### config.mk
export PLATFORM = sky130hd
export DESIGN_NAME = gba_div
export DESIGN_NICKNAME = d
export VERILOG_FILES = /design/src/hw/rtl/gba_div.sv
export SDC_FILE = /design/constraint.sdc
export NUM_CORES = 1
export LEC_CHECK = 0
export BUFFER_PORTS_ARGS = -buffer_cell sky130_fd_sc_hd__buf_2
export CAP_MARGIN = 20
export CORE_ASPECT_RATIO = 0.6
export CORE_UTILIZATION = 40
export DETAILED_ROUTE_END_ITERATION = 6
export GPL_TIMING_DRIVEN = 0
export PLACE_DENSITY_LB_ADDON = 0.08
export SLEW_MARGIN = 20
export SYNTH_ARGS = -nofsm -noshare
export SYNTH_HDL_FRONTEND = slang
export SYNTH_SLANG_ARGS = --single-unit
export TNS_END_PERCENT = 5
### constraint.sdc
create_clock -name clk -period 5.2 [get_ports clk]
set_clock_uncertainty 0.15 [all_clocks]
set_input_delay 1.3 -clock clk [delete_from_list [all_inputs] [get_ports clk]]
set_output_delay 1.3 -clock clk [all_outputs]
set_load 0.02 [all_outputs]
### src/hw/rtl/gba_div.sv
// ----------------------------------------------------------------------------
// gba_div
// restoring divider, one quotient bit per cycle, signed 39-bit dividend by unsigned 7-bit divisor
// ----------------------------------------------------------------------------
module gba_div (
	input  logic               clk,
	input  logic               arst_n,
	input  logic               start,
	input  logic signed [38:0] dividend,
	input  logic [6:0]         divisor,
	output logic               done,
	output logic signed [31:0] quotient
);
	logic [38:0] mag_q;
	logic [38:0] quo_q;
	logic [7:0]  rem_q;
	logic [5:0]  cnt_q;
	logic        neg_q;
	logic        run_q;
	logic [6:0]  dvs_q;
	logic [7:0]  trial;
	logic [38:0] qneg;
	assign trial = {rem_q[6:0], mag_q[38]};
	assign qneg = neg_q ? (~quo_q + 39'd1) : quo_q;
	assign quotient = qneg[31:0];
	always_ff @(posedge clk or negedge arst_n) begin
		if (!arst_n) begin
			run_q <= 1'b0;
			done <= 1'b0;
			cnt_q <= '0;
		end else begin
			done <= 1'b0;
			if (start) begin
				run_q <= 1'b1;
				cnt_q <= 6'd39;
			end else if (run_q) begin
				cnt_q <= cnt_q - 6'd1;
				if (cnt_q == 6'd1) begin
					run_q <= 1'b0;
					done <= 1'b1;
				end
			end
		end
	end
	always_ff @(posedge clk) begin
		if (start) begin
			neg_q <= dividend[38];
			mag_q <= dividend[38] ? (~dividend + 39'd1) : dividend;
			rem_q <= '0;
			quo_q <= '0;
			dvs_q <= divisor;
		end else if (run_q) begin
			mag_q <= {mag_q[37:0], 1'b0};
			if (trial >= {1'b0, dvs_q}) begin
				rem_q <= trial - {1'b0, dvs_q};
				quo_q <= {quo_q[37:0], 1'b1};
			end else begin
				rem_q <= trial;
				quo_q <= {quo_q[37:0], 1'b0};
			end
		end
	end
endmodule

After elaboration in Yosys (flattened, before gate mapping)
Cells that the tools add are included. W data, S select, Z words.

Register bits after elaboration: 94. Latch bits: 0. Memory bits (writable): 0. Memory bits (read-only): 0. Input port bits: 49. Output and inout bits: 33. Word-level logic and storage cells: 31. Memories: 0.

Add/subtract/negate cells: 4. $mul: 0. Div/mod/pow operators: 0. Magnitude comparators: 1. Equality and inequality tests: 1. Shifts and indexed selects: 0. Muxes and demuxes: 14. Bitwise operators: 2. Reductions and logical operators: 1.

Operator list (count): $mux W39 (3); $add A39 B1 Y39 const B (1); $not A39 Y39 (1); $add A32 B1 Y32 const B (1); $mux W32 (1); $not A32 Y32 (1); $mux W6 (2); $ge A8 B7 Y1 (1); $mux W1 (7); $mux W7 (1); $sub A7 B7 Y7 (1); $eq A6 B1 Y1 const B (1); $sub A6 B1 Y6 const B (1); $reduce_bool A2 Y1 (1).

Depth between registers and ports, before layout
Depth after elaboration: 4. Mapped depth: 9. Mapped depth without buffers: 8.

Worst setup path after synthesis
No wires, ideal clock.

Kind: register to output. From: register quo_q[2]. To: output port quotient[12]. Arrival: 1.833 ns. Required time: 3.750 ns. Setup slack: 1.917 ns. Cell stages (with the launch flop): 6. Buffers on the path: 0. Cell sequence: dfxtp_1 > or3_4 > or3_4 > or2_4 > o41ai_4 > xnor2_1.

Longest elaborated chain between the ends: 3.

Ends and longest elaborated chain: start: declaration (line 15) `logic [38:0] quo_q;`; start signal: assignment (line 56) `quo_q <= {quo_q[37:0], 1'b1};`; start signal: assignment (line 59) `quo_q <= {quo_q[37:0], 1'b0};`; $not A32 Y32 (line 24) `assign qneg = neg_q ? (~quo_q + 39'd1) : quo_q;`; $add A32 B1 Y32 (line 24); $mux W32 (line 24); end: declaration (line 12) `output logic signed [31:0] quotient`.

Every way passes these cells.

Worst setup path after layout
From: register quo_q[9]. To: output port quotient[24].

Same word-level chain as after synthesis.

==> results.sh <==
export IMPL_status="finished, final reports clean"
export IMPL_p_per_area_nw_per_um2=372
export IMPL_setup_viol=0
export IMPL_first_pass_iters=5
export IMPL_hold_viol_final=0
export IMPL_cts_tree="built"
export IMPL_synthesis_area_um2=5530
export IMPL_vias_per_cell=5.45
export IMPL_rsz0062_at_grt="false"
export IMPL_grt_pass1_wl_mm=21.9
export IMPL_peakVddDrop_mv=0.152
export IMPL_fin_setup_tns_ns=0
export IMPL_max_slew_margin_rel=0.482
export IMPL_place_gp_congestion=0.809
export IMPL_die_y_um=93.1
export IMPL_area_delta_synth_final_pct=17.2
export IMPL_r2r_start="mag_q[38]"
export IMPL_crit_end="quotient[24]"
export IMPL_crit_type="flop to output port"
export IMPL_hpwlAfterDp_mm=10.2
export IMPL_worstMarginPinSlew_ns=0.777
export IMPL_cts_buffer_depth=2
export IMPL_htree_levels=3
export IMPL_dieArea_um2=14300
export IMPL_layout_drive_gt1_share=0.187
export IMPL_clkTransAtPathRegs_ns=0.07
export IMPL_synth_cell_types=58
export IMPL_post_dp_cell_area_um2=6170
export IMPL_path_max_fanout=7
export IMPL_synth_edff_count=47
export IMPL_routedWlPerCell_um=16.1
export IMPL_yosysWarnings=0
export IMPL_die_w_um=154
export IMPL_hold_depth=1
export IMPL_cts_setup_buffers=0
export IMPL_fmax_mhz=255
export IMPL_grt_max_degree=29
export IMPL_hold_ws_ns=0.310
export IMPL_vias=4596
export IMPL_synthesis_nets=636
export IMPL_drc=0
export IMPL_cp_startpoint="quo_q[9]"
export IMPL_post_place_ws_ns=1.52
export IMPL_drv_cap=0
export IMPL_synth_seq_cells=94
export IMPL_crit_arrival_ns=2.47
export IMPL_pin_count=82
export IMPL_placedCellCount=827
export IMPL_timing_rr_end="rem_q[0]"
export IMPL_drt_iter0_markers=262
export IMPL_ys_seq_area_frac=0.432
export IMPL_post_cts_resized=0
export IMPL_rrSetupSlack_ns=2.64
export IMPL_synth_cells=575
export IMPL_numPortBuffers=81
export IMPL_cp_start_kind="flop"
export IMPL_post_route_util=0.492
export IMPL_clock_latency_ns=0.34
export IMPL_worstPathRequired_ns=3.75
export IMPL_nets=729
export IMPL_cts_buffers=9
export IMPL_hold_buffers=0
export IMPL_ant_nets=0
export IMPL_period_share=0.753
export IMPL_wl_mm=13.6
export IMPL_gr_total_overflow=0
export IMPL_r2r_cells=9
export IMPL_initial_core_util=0.420
export IMPL_synth_avg_cell_area_um2=9.62
export IMPL_antenna_found_initial=0
export IMPL_cts_sinks=94
export IMPL_n_antenna_cell=0
export IMPL_fin_area_um2=6480
export IMPL_period_minus_slack_ns=3.92
export IMPL_endpoint_kind="output port"
export IMPL_total_power_mw=2.41
export IMPL_rows=32
export IMPL_async_reset_ff_frac=0.0851
export IMPL_fin_cells=843
export IMPL_grt_pass1_vias=4318
export IMPL_track_usage=0.196
export IMPL_holdCritPathClass="flop to flop"
export IMPL_synth_main_ff_cell="edfxtp_1"
export IMPL_worst_slack_ns=1.28
export IMPL_root_buffer="clkbuf_16"
export IMPL_slew_viol_final=0
export IMPL_coreArea_um2=13200
export IMPL_p_leak_nw=2.79
[worst min-delay path by stage]
stage               slack, ns       end  startpoint
finish                   0.31  rem_q[6]    rem_q[6]
global route             0.32  rem_q[6]    rem_q[6]
CTS                      0.31  rem_q[6]    rem_q[6]
detailed placement       0.29  rem_q[6]    rem_q[6]
global placement         0.29  rem_q[6]    rem_q[6]
floorplan                0.28  rem_q[6]    rem_q[6]
[registers in the layout (all words and copies together) (netlist names)]
signal	count
run_q	1
quo_q	32
neg_q	1
mag_q	39
rem_q	7
dvs_q	7
cnt_q	6
done	1
[power by group]
part / switching, mW / internal [mW]
sequential: 0.0419 / 0.854
clock: 0.278 / 0.420
combinational: 0.489 / 0.328
total: 0.809 / 1.60
[final cells by class]
| type | instances | area (µm²) |
|---|---|---|
| Sequential cell | 94 | 2390 |
| Buffer | 33 | 131 |
| Tap cell | 170 | 213 |
| Clock inverter | 6 | 86.3 |
| Multi-Input combinational cell | 429 | 2940 |
| Inverter | 19 | 71.3 |
| Timing Repair Buffer | 82 | 425 |
| Fill cell | 1279 | 6690 |
| Clock buffer | 10 | 229 |
[logic make-up (layout without fill, tap and decap cells)]
family          Yosys count  after routing  synth area share
compound gates          122            122             0.151
xor+xnor                 74             74             0.117
fa+ha+maj                12             12            0.0285
buf+inv                  52            150            0.0366
flops                    94             94             0.432
mux                      34             34            0.0618
simple gates            187            187             0.173
[cell usage after synthesis, types with 3 or more instances]
master    count  area share
o21ai_0      25       0.023
nor4b_1       4      0.0063
nor2b_1       4      0.0045
inv_1        19       0.013
ha_1         11       0.025
xnor2_1      36       0.057
nand2_1      27       0.018
a311oi_1      3      0.0048
buf_1         6      0.0041
nand4b_1      3      0.0048
dfxtp_1      39        0.14
nor4_1        4      0.0045
o211ai_1      3      0.0041
o41ai_1      19       0.030
o21bai_1      3      0.0041
a21oi_1      41       0.037
or2_2         4      0.0045
nand3_1       5      0.0045
nand4_1       4      0.0045
nor3_1        9      0.0081
o31ai_1      12       0.016
nor2_1       90       0.061
nand2b_1      8      0.0090
edfxtp_1     47        0.26
clkbuf_1     23       0.016
or4_1         4      0.0054
dfrtp_1       8       0.036
o41ai_2       3      0.0088
nor4_2        4      0.0090
or3_1         4      0.0045
xor2_1       38       0.060
mux2i_1      33       0.060
[critical path: stages, from the launching register on]
cell	delay, ns
dfxtp_1	0.40
or4_1	0.59
nor2_2	0.22
nand3_1	0.27
o21ai_0	0.29
xnor2_1	0.15
buf_2	0.19
[per-layer routing]
layer | share of wire | wire length, µm | global-route usage | vias up
li1 | - | - | - | 2248
met1 | 0.54 | 7370 | 0.302 | 2241
met2 | 0.40 | 5480 | 0.275 | 101
met3 | 0.046 | 627 | 0.0375 | 6
met4 | 0.0063 | 85 | 0.0492 | 0
met5 | 0 | 0 | 0 | -
[placed cells by master, fill, tap and decap left out, drive strengths merged, types with 2 or more instances in the layout]
master / n
dfrtp: 8
clkinv: 3
nor4b: 4
nand4: 4
nor4: 9
dfxtp: 39
o21bai: 3
edfxtp: 47
ha: 11
nand2: 27
xnor2: 36
nand2b: 8
nand3: 6
and2: 2
a211oi: 2
inv: 19
buf: 91
o21ai: 27
nand4b: 3
o211ai: 3
bufinv: 2
nor2b: 4
o41ai: 23
nor2: 91
or4: 5
nor3: 10
or3: 6
o31ai: 14
mux2i: 33
a21oi: 41
xor2: 38
clkbuf: 34
a311oi: 3
or2: 5
Note: power is estimated with default switching activity, not from simulation.
